[src/rtl/core/ip6mac_pkg.sv]
`timescale 1ns / 1ps
`default_nettype none

package ip6mac_pkg;

  // Table geometry
  localparam int unsigned ENTRIES = 16;
  localparam int unsigned IDX_W   = (ENTRIES > 1) ? $clog2(ENTRIES) : 1;

  // Field widths
  localparam int unsigned OP_W     = 2;
  localparam int unsigned HALF_W   = 64;
  localparam int unsigned KEY_W    = 2 * HALF_W;
  localparam int unsigned MAC_W    = 48;
  localparam int unsigned STATUS_W = 2;

  // Request kinds; the fourth code is unused and is answered as not found.
  typedef enum logic [OP_W-1:0] {
    OP_ADD    = 2'd0,
    OP_REMOVE = 2'd1,
    OP_LOOKUP = 2'd2
  } op_t;

  // Result status codes
  typedef enum logic [STATUS_W-1:0] {
    ST_OK        = 2'd0,
    ST_NOT_FOUND = 2'd1,
    ST_FULL      = 2'd2
  } status_t;

  // Sequencer states
  typedef enum logic [1:0] {
    S_IDLE,
    S_SCAN,
    S_ACT
  } state_t;

endpackage

`default_nettype wire

[src/rtl/core/ipv6_to_mac_translation_table.sv]
// A request is latched in S_IDLE, scanned in S_SCAN and applied in S_ACT once the output
// register can take its result. A new request is taken only in S_IDLE, as the single
// 128-bit key comparator visits every slot in turn, one slot per cycle.
// A finished result waits in the output register while the next request is taken.
// Reset (rst_n low, synchronous) clears all valid bits, the sequencer and the output valid.
`timescale 1ns / 1ps
`default_nettype none

module ipv6_to_mac_translation_table
  import ip6mac_pkg::*;
(
  input  wire logic                clk,
  input  wire logic                rst_n,
  input  wire logic                in_valid,
  output logic                     in_stall,
  input  wire logic [OP_W-1:0]     in_op,
  input  wire logic [HALF_W-1:0]   in_ip_high,
  input  wire logic [HALF_W-1:0]   in_ip_low,
  input  wire logic [MAC_W-1:0]    in_mac_in,
  output logic                     out_valid,
  input  wire logic                out_stall,
  output logic [STATUS_W-1:0]      out_status,
  output logic [MAC_W-1:0]         out_mac_out
);

  localparam logic [IDX_W-1:0] LAST_IDX = IDX_W'(ENTRIES - 1);

  // Table storage: valid bits in flip-flops, keys and MACs in memories.
  logic [ENTRIES-1:0] valid_r, valid_nxt;
  logic [KEY_W-1:0]   key_mem [ENTRIES];
  logic [MAC_W-1:0]   mac_mem [ENTRIES];

  state_t             state_r, state_nxt;

  // Latched request
  op_t                op_r, op_nxt;
  logic [KEY_W-1:0]   key_r, key_nxt;
  logic [MAC_W-1:0]   mac_r, mac_nxt;

  // Scan address and compare stage
  logic [IDX_W-1:0]   idx_r, idx_nxt;
  logic               issue_r, issue_nxt;
  logic [IDX_W-1:0]   cmp_idx_r, cmp_idx_nxt;
  logic               cmp_vld_r, cmp_vld_nxt;
  logic [KEY_W-1:0]   rd_key_r;
  logic [MAC_W-1:0]   rd_mac_r;

  // Scan outcome
  logic               hit_found_r, hit_found_nxt;
  logic [IDX_W-1:0]   hit_idx_r, hit_idx_nxt;
  logic [MAC_W-1:0]   hit_mac_r, hit_mac_nxt;
  logic               free_found_r, free_found_nxt;
  logic [IDX_W-1:0]   free_idx_r, free_idx_nxt;

  // Output register
  logic               out_valid_r, out_valid_nxt;
  status_t            out_status_r, out_status_nxt;
  logic [MAC_W-1:0]   out_mac_r, out_mac_nxt;

  // Memory write controls
  logic               key_we, mac_we;
  logic [IDX_W-1:0]   wr_idx;

  logic               in_xfer, out_xfer, act_go, slot_match;

  assign in_stall    = (state_r != S_IDLE);
  assign in_xfer     = in_valid && !in_stall;
  assign out_xfer    = out_valid_r && !out_stall;
  assign act_go      = !out_valid_r || !out_stall;
  assign out_valid   = out_valid_r;
  assign out_status  = out_status_r;
  assign out_mac_out = out_mac_r;

  // The one shared comparator: registered key of the slot under test against the request.
  assign slot_match = valid_r[cmp_idx_r] && (rd_key_r == key_r);

  // Control state registers
  always_ff @(posedge clk) begin
    if (!rst_n) begin
      state_r     <= S_IDLE;
      valid_r     <= '0;
      out_valid_r <= 1'b0;
      issue_r     <= 1'b0;
      cmp_vld_r   <= 1'b0;
    end else begin
      state_r     <= state_nxt;
      valid_r     <= valid_nxt;
      out_valid_r <= out_valid_nxt;
      issue_r     <= issue_nxt;
      cmp_vld_r   <= cmp_vld_nxt;
    end
  end

  // Payload and scan registers
  always_ff @(posedge clk) begin
    op_r         <= op_nxt;
    key_r        <= key_nxt;
    mac_r        <= mac_nxt;
    idx_r        <= idx_nxt;
    cmp_idx_r    <= cmp_idx_nxt;
    hit_found_r  <= hit_found_nxt;
    hit_idx_r    <= hit_idx_nxt;
    hit_mac_r    <= hit_mac_nxt;
    free_found_r <= free_found_nxt;
    free_idx_r   <= free_idx_nxt;
    out_status_r <= out_status_nxt;
    out_mac_r    <= out_mac_nxt;
  end

  // Memory read port, one slot per cycle at the scan address
  always_ff @(posedge clk) begin
    rd_key_r <= key_mem[idx_r];
    rd_mac_r <= mac_mem[idx_r];
  end

  // Memory write ports
  always_ff @(posedge clk) begin
    if (key_we) begin
      key_mem[wr_idx] <= key_r;
    end
    if (mac_we) begin
      mac_mem[wr_idx] <= mac_r;
    end
  end

  // Sequencer: next state, scan bookkeeping and the final table update
  always_comb begin
    state_nxt      = state_r;
    valid_nxt      = valid_r;
    op_nxt         = op_r;
    key_nxt        = key_r;
    mac_nxt        = mac_r;
    idx_nxt        = idx_r;
    issue_nxt      = issue_r;
    cmp_idx_nxt    = cmp_idx_r;
    cmp_vld_nxt    = 1'b0;
    hit_found_nxt  = hit_found_r;
    hit_idx_nxt    = hit_idx_r;
    hit_mac_nxt    = hit_mac_r;
    free_found_nxt = free_found_r;
    free_idx_nxt   = free_idx_r;
    out_valid_nxt  = out_valid_r && !out_xfer;
    out_status_nxt = out_status_r;
    out_mac_nxt    = out_mac_r;
    key_we         = 1'b0;
    mac_we         = 1'b0;
    wr_idx         = hit_idx_r;

    case (state_r)
      S_IDLE: begin
        if (in_xfer) begin
          op_nxt         = op_t'(in_op);
          key_nxt        = {in_ip_high, in_ip_low};
          mac_nxt        = in_mac_in;
          idx_nxt        = '0;
          issue_nxt      = 1'b1;
          hit_found_nxt  = 1'b0;
          free_found_nxt = 1'b0;
          state_nxt      = S_SCAN;
        end
      end

      S_SCAN: begin
        // Address side: step through every slot once.
        if (issue_r) begin
          cmp_vld_nxt = 1'b1;
          cmp_idx_nxt = idx_r;
          if (idx_r == LAST_IDX) begin
            issue_nxt = 1'b0;
          end else begin
            idx_nxt = idx_r + 1'b1;
          end
        end
        // Compare side: note the matching slot and the lowest free slot.
        if (cmp_vld_r) begin
          if (slot_match) begin
            hit_found_nxt = 1'b1;
            hit_idx_nxt   = cmp_idx_r;
            hit_mac_nxt   = rd_mac_r;
          end
          if (!valid_r[cmp_idx_r] && !free_found_r) begin
            free_found_nxt = 1'b1;
            free_idx_nxt   = cmp_idx_r;
          end
          if (cmp_idx_r == LAST_IDX) begin
            state_nxt = S_ACT;
          end
        end
      end

      S_ACT: begin
        // Apply the request once the output register can take its result.
        if (act_go) begin
          out_valid_nxt  = 1'b1;
          out_status_nxt = ST_NOT_FOUND;
          out_mac_nxt    = '0;
          state_nxt      = S_IDLE;
          case (op_r)
            OP_ADD: begin
              if (hit_found_r) begin
                mac_we         = 1'b1;
                out_status_nxt = ST_OK;
              end else if (free_found_r) begin
                wr_idx                = free_idx_r;
                key_we                = 1'b1;
                mac_we                = 1'b1;
                valid_nxt[free_idx_r] = 1'b1;
                out_status_nxt        = ST_OK;
              end else begin
                out_status_nxt = ST_FULL;
              end
            end
            OP_REMOVE: begin
              if (hit_found_r) begin
                valid_nxt[hit_idx_r] = 1'b0;
                out_status_nxt       = ST_OK;
              end
            end
            OP_LOOKUP: begin
              if (hit_found_r) begin
                out_mac_nxt    = hit_mac_r;
                out_status_nxt = ST_OK;
              end
            end
            default: begin
              out_status_nxt = ST_NOT_FOUND;
            end
          endcase
        end
      end

      default: begin
        state_nxt = S_IDLE;
      end
    endcase
  end

  // A table-full answer is only given when every slot holds an entry.
  assert property (@(posedge clk) disable iff (!rst_n)
    (out_valid_r && out_status_r == ST_FULL) |-> (&valid_r))
  else $error("table full reported with a free slot");

  // Only a successful lookup carries a non-zero MAC.
  assert property (@(posedge clk) disable iff (!rst_n)
    (out_valid_r && out_status_r != ST_OK) |-> (out_mac_r == '0))
  else $error("non-zero MAC on a failed request");

  // A recorded hit always points at a valid slot when the update is applied.
  assert property (@(posedge clk) disable iff (!rst_n)
    (state_r == S_ACT && hit_found_r) |-> valid_r[hit_idx_r])
  else $error("hit recorded on an invalid slot");

endmodule

`default_nettype wire

[config.mk]
export PLATFORM = sky130hd
export DESIGN_NAME = ipv6_to_mac_translation_table
export DESIGN_NICKNAME = d
export VERILOG_FILES = /design/src/rtl/core/ip6mac_pkg.sv /design/src/rtl/core/ipv6_to_mac_translation_table.sv
export SDC_FILE = /design/constraint.sdc
export NUM_CORES = 2
export LEC_CHECK = 0
export BUFFER_PORTS_ARGS = -buffer_cell sky130_fd_sc_hd__buf_2
export CAP_MARGIN = 20
export CORE_ASPECT_RATIO = 1.1
export CORE_MARGIN = 4
export CORE_UTILIZATION = 60
export DETAILED_ROUTE_END_ITERATION = 16
export PLACE_DENSITY = 0.87
export SYNTH_ARGS = -nofsm -noshare
export SYNTH_HDL_FRONTEND = slang
export SYNTH_SLANG_ARGS = --single-unit
[constraint.sdc]
create_clock -name clk -period 9.1 [get_ports clk]
set_input_delay 0.91 -clock clk [delete_from_list [all_inputs] [get_ports clk]]
set_output_delay 0.91 -clock clk [all_outputs]
set_load 0.1 [all_outputs]
* Word level (Yosys, flattened, before mapping)
Memories as Yosys holds them, arrays and structs flattened. A register that Yosys moved wholly into a read port is not among the register bits.
Index checks and enable logic that the tools add are counted.
** Word-level totals
- Output and inout port bits :: 52
- Logic and storage cells :: 134
- Memories kept :: 2
- Register bits :: 315
- RAM bits :: 2816
** Memory list
- key_mem :: depth 16, width 128, read ports 1, clocked after Yosys merged registers in 1, wr ports 1, RTL line ipv6_to_mac_translation_table.sv:30 : logic [KEY_W-1:0] key_mem [ENTRIES];
- mac_mem :: depth 16, width 48, read ports 1, clocked after Yosys merged registers in 1, wr ports 1, RTL line ipv6_to_mac_translation_table.sv:31 : logic [MAC_W-1:0] mac_mem [ENTRIES];
** Cells by class
- Magnitude comparators :: 5
- $add $sub $neg :: 1
- Multiplexer cells :: 55
- Bitwise operators :: 3
- Reduce and logical (&&, ||, !) cells :: 33
- Eq/ne operators :: 18
** Operator list (number)
- 128-bit == test :: 1
- 16-bit 2-to-1 mux :: 3
- 4-bit 2-to-1 mux :: 8
- 16-bit one-hot mux with 2 select lines :: 1
- 1-bit 2-to-1 mux :: 28
- 2-bit != test (second input constant) :: 11
- 16-bit bitwise AND :: 1
- 16-bit inverter :: 1
- 16-bit OR :: 1
- 4-bit AND reduction :: 4
- 4-bit by 5-bit < comparator with 1-bit output (second input constant) :: 3
- 2-bit 2-to-1 mux :: 6
- 2-bit AND reduction :: 6
- 1-bit demux with 4-bit select :: 2
- 4-bit == test (second input constant) :: 2
- 4-bit by 1-bit >= comparator with 1-bit output (second input constant) :: 2
- 4-bit one-hot mux with 2 select lines :: 1
- 1-bit logical AND :: 7
- 1-bit zero test :: 6
- 1-bit one-hot mux with 2 select lines :: 3
- 2-bit one-hot mux with 3 select lines :: 1
- 3-bit AND reduction :: 2
- 6-bit AND reduction :: 1
- 2-bit nonzero test :: 3
- other kinds (8) :: 11

* Logic depth before layout (Yosys ltp)
- Word-level depth :: 8
- Gate-level depth with buffers :: 10
- Mapped depth without buffers :: 8

* Worst setup path after synthesis
No wires, ideal clock.
- Path type :: in2reg
- From :: input out_stall
- To :: memory key_mem[14][0] in the netlist's numbering (enable)
- Data required time :: 8.483 ns
- Arrival :: 6.921 ns
- Path slack :: 1.561 ns
- Library setup time :: 0.617 ns
- Stages :: 4
- Cells stage by stage :: nand2_1 > nor3b_2 > nand3_1 > nor2_1
** On the way
- Word-level cells in the longest chain between the ends :: 6
- Elaborated cells on any way between the ends :: 8
- Classes of those cells :: 6 x mux; 2 x reduce/logical
** Ends and longest elaborated chain
- start, declared :: RTL line ipv6_to_mac_translation_table.sv:21 : input wire logic out_stall,
- 1-bit zero test (*) :: RTL line ipv6_to_mac_translation_table.sv:69 : assign act_go = !out_valid_r || !out_stall;
- 1-bit logical OR (*) :: RTL line ipv6_to_mac_translation_table.sv:69
- 1-bit 2-to-1 mux :: RTL line ipv6_to_mac_translation_table.sv:193 : if (act_go) begin
- 1-bit 2-to-1 mux :: RTL line ipv6_to_mac_translation_table.sv:149 : case (state_r)
- 1-bit 2-to-1 mux :: RTL line ipv6_to_mac_translation_table.sv:118 : if (key_we) begin
- 1-bit 2-to-1 mux (implied by the code) :: RTL line ipv6_to_mac_translation_table.sv:119 : key_mem[wr_idx] <= key_r;
- end, declared :: RTL line ipv6_to_mac_translation_table.sv:30
Mark *: on every way between the ends. The rest lies on a longest branch, timed or not.

* Worst setup path after layout
- From :: register key_r[66]
- To :: register hit_mac_r[2] (enable)
** On the way
- Word-level cells in the longest chain between the ends :: 3
** Ends and longest elaborated chain
- start, declared :: RTL line ipv6_to_mac_translation_table.sv:37 : logic [KEY_W-1:0] key_r, key_nxt;
- start signal, assigned :: RTL line ipv6_to_mac_translation_table.sv:97 : key_r <= key_nxt;
- 128-bit == test :: RTL line ipv6_to_mac_translation_table.sv:75 : assign slot_match = valid_r[cmp_idx_r] && (rd_key_r == key_r);
- 1-bit logical AND :: RTL line ipv6_to_mac_translation_table.sv:75
- 3-bit AND reduction (no source line)
- end signal, assigned :: RTL line ipv6_to_mac_translation_table.sv:103 : hit_mac_r <= hit_mac_nxt;
- end, declared :: RTL line ipv6_to_mac_translation_table.sv:51 : logic [MAC_W-1:0] hit_mac_r, hit_mac_nxt;
No other way between the ends.
A chain may end at the register's enable or synchronous reset.

==> results.json <==
{
  "outcome": "completed",
  "io_pins": 234,
  "fin_crit_ns": 4.85,
  "async_reset_ff_share_pct": 0,
  "p_int_w": 0.0253,
  "gr-total-overflow": 0,
  "swShare_pct": 21.8,
  "root_buffer": "clkbuf_16",
  "cts-resized-gates": 0,
  "dieHeight_um": 479,
  "synth.most_common_cell": "edfxtp_1",
  "ys.flop_type": "edfxtp_1",
  "drt_wl_total_um": 337000,
  "synthTopCellsByCount": "edfxtp_1, mux4_2, dfxtp_1, clkbuf_1, xor2_1",
  "required_ns": 9.66,
  "syn-num-nets": 5002,
  "worst_path_most_repeated_cell": "nor4_1",
  "routabilityCongestion": 0.816,
  "antenna_found_initial": 40,
  "cp-start-kind": "flip-flop",
  "track_usage_pct": 32.5,
  "grt_max_degree": 132,
  "finClkSkew_ns": 0.0845,
  "place_area_um2": 126000,
  "leakagePower_nw": 42.9,
  "synth_seq_cells": 3307,
  "fill_cells": 10700,
  "p_clk_share_pct": 42.1,
  "crit_path_max_fanout": 52,
  "final_cell_area_um2": 136000,
  "cts_tree": "yes",
  "hpwl_um": 151000,
  "crit_slowest_cell": "nor4_1",
  "avgSynthCellArea_um2": 25.1,
  "post-route-period-util_pct": 53.3,
  "grt_pass1_wl_um": 474000,
  "rsz0062_at_grt": "no",
  "clock-sinks": 3307,
  "drive_gt1_share_pct": 31.3,
  "synth_top_area_share_pct": 77.2,
  "synth_area_um2": 121000,
  "combPwrFrac_pct": 5.0,
  "slew_viol_final": 0,
  "portBuffers": 233,
  "rows": 172,
  "synth_warnings": 0,
  "cts.path.max_buffers": 4,
  "die_w_um": 436,
  "final_nets": 5434,
  "cts_setup_buffers": 0,
  "finalPower_w": 0.0324,
  "synth_top_area_cell": "edfxtp_1",
  "vias_per_cell": 7.21,
  "cpPeakStageDelay_ns": 0.86,
  "syn_inst": 4816,
  "clkLatencyLatePin_ns": 0.97,
  "ir_drop_v": 0.000220,
  "areaGrowthSynthToFinish_pct": 12.5,
  "multiInputGateArea_um2": 22800,
  "maxSlewHeadroom_pct": 16.2,
  "cts_made_buffers": 321,
  "yosysSeqAreaShare_pct": 80.4,
  "cp_num_buf_inv": 1,
  "grt_pass1_vias": 59600,
  "core_um2": 200000,
  "synth.distinct_cells": 41,
  "crit_chain": "xor2_1 -> nor4_1 -> nand4_1 -> nor4_1 -> nand3_1 -> nor2_4 -> buf_4",
  "tightest_slew_ns": 1.26,
  "dieArea_um2": 209000,
  "hold_viol_final": 0,
  "p_seq_share_pct": 52.9,
  "worstPathArrival_ns": 5.41,
  "cap_viol_max_count": 0,
  "setup_viol": 0,
  "fin_setup_tns_ns": 0,
  "ys_top_cells_by_area": "edfxtp_1, mux4_2, dfxtp_1",
  "final_antenna_net_count": 0,
  "timing.fmax_mhz": 206,
  "drtPass1Iterations": 7,
  "hold_class": "in2reg",
  "power_density_nw_per_um2": 238,
  "initial_core_util_pct": 60.5,
  "cp_top_family": "simple AND/OR/NAND/NOR gates",
  "crit_type": "reg2reg",
  "drt_iter0_drc": 10000,
  "post_drt_wl_per_cell_um": 41.4,
  "synth_edf_count": 3110,
  "htreeDepth": 5,
  "endpoint_kind": "flip-flop",
  "num_vias": 58600,
  "cts.hold.buffers_added": 0,
  "regArea_um2": 97300,
  "p_sw_w": 0.00707,
  "drc_errors": 0,
  "clk_pin_slew_worst_paths_ns": 0.07
}
==> worst paths after layout <==
path / start / to / slack, ns / cells past startpoint
setup / recovery: key_r[66] / hit_mac_r[2] / 4.25 / 7
hold / removal: in_ip_high[27] / key_r[91] / 0.11 / 1
setup reg to reg: key_r[66] / hit_mac_r[2] / 4.25 / 7
hold reg to reg: rd_mac_r[41] / hit_mac_r[41] / 0.41 / 0
==> area by class of cell <==
| cell class | instances | share of cell area, % |
|---|---|---|
| well taps | 2610 | 2.40 |
| multi-input cells | 1290 | 16.8 |
| repair buffers | 323 | 1.60 |
| clock inverters | 165 | 1.26 |
| inverters | 5 | 0.0193 |
| diodes | 26 | 0.0478 |
| flip-flops and latches | 3307 | 71.5 |
| clock buffers | 401 | 6.38 |
==> power groups by stage <==
stage / combinational, W / clock, W / sequential [W]
4_1_cts: 0.00162 / 0.0137 / 0.0171
6_report: 0.00162 / 0.0136 / 0.0171
3_3_place_gp: 0.00148 / 0 / 0.0174
5_1_grt: 0.00168 / 0.0144 / 0.0171
3_5_place_dp: 0.00154 / 0 / 0.0174
2_1_floorplan: 0.00111 / 0 / 0.0173
==> routing by layer <==
layer / GRT usage (%) / part of all wire [%]
met1: 41.0 / 31
met2: 55.1 / 52
met3: 6.12 / 11
met5: 0 / 0.044
met4: 16.0 / 5.9
==> layout by cell type, fill, tap and decap left out, types with 14 or more instances in the layout <==
master / count
clkbuf_16: 328
clkbuf_8: 20
xor2_1: 95
a21oi_1: 14
and3_1: 51
buf_12: 26
bufinv_16: 33
clkbuf_1: 53
dfxtp_1: 197
buf_2: 235
nor2_4: 33
diode_2: 26
clkinvlp_4: 18
clkinv_1: 37
xnor2_1: 35
nand2_1: 25
nor4_1: 27
clkinv_2: 63
edfxtp_1: 3110
nor2_1: 24
mux4_2: 884
buf_4: 61
==> worst reg2reg max path, stage by stage (launching register included) <==
cell and delay (ns):
edfxtp_1 0.74, xor2_1 0.25, nor4_1 0.87, nand4_1 0.45
nor4_1 0.43, nand3_1 0.56, nor2_4 0.31, buf_4 0.73
==> registers in the layout, indices dropped and copies added (netlist names), 2 cells and up <==
| name | cells |
|---|---|
| out_status | 2 |
| idx_r | 4 |
| cmp_idx_r | 4 |
| rd_mac_r | 48 |
| out_mac_out | 48 |
| hit_idx_r | 4 |
| hit_mac_r | 48 |
| mac_mem | 768 |
| rd_key_r | 128 |
| mac_r | 48 |
| state_r | 2 |
| key_r | 128 |
| free_idx_r | 4 |
| valid_r | 16 |
| op_r | 2 |
| key_mem | 2048 |
==> stage by stage <==
| step | hold WS, ns | instances | utilization, % | setup slack (ns) |
|---|---|---|---|---|
| 2_1_floorplan | 0.386 | 4816 | - | 1.56 |
| 3_3_place_gp | 0.386 | 7529 | 62.7 | 4.12 |
| 3_5_place_dp | 0.389 | 7530 | 62.7 | 4.35 |
| 4_1_cts | 0.0391 | 8096 | 67.9 | 4.29 |
| 5_1_grt | 0.0749 | 8114 | 68.0 | 4.24 |
| 6_report | 0.114 | 8127 | 68.0 | 4.25 |
==> logic make-up (layout without fill, tap and decap cells) <==
logic type	Yosys count	in the layout	synth area share, %
buf+inv	219	894	0.906
other cells	0	26	0
fa+ha+maj	4	4	0.0414
compound gates	45	45	0.214
flops	3307	3307	80.4
simple gates	223	223	0.980
xor+xnor	130	130	0.941
mux	888	888	16.5
Power figures use the tool's default switching activity.
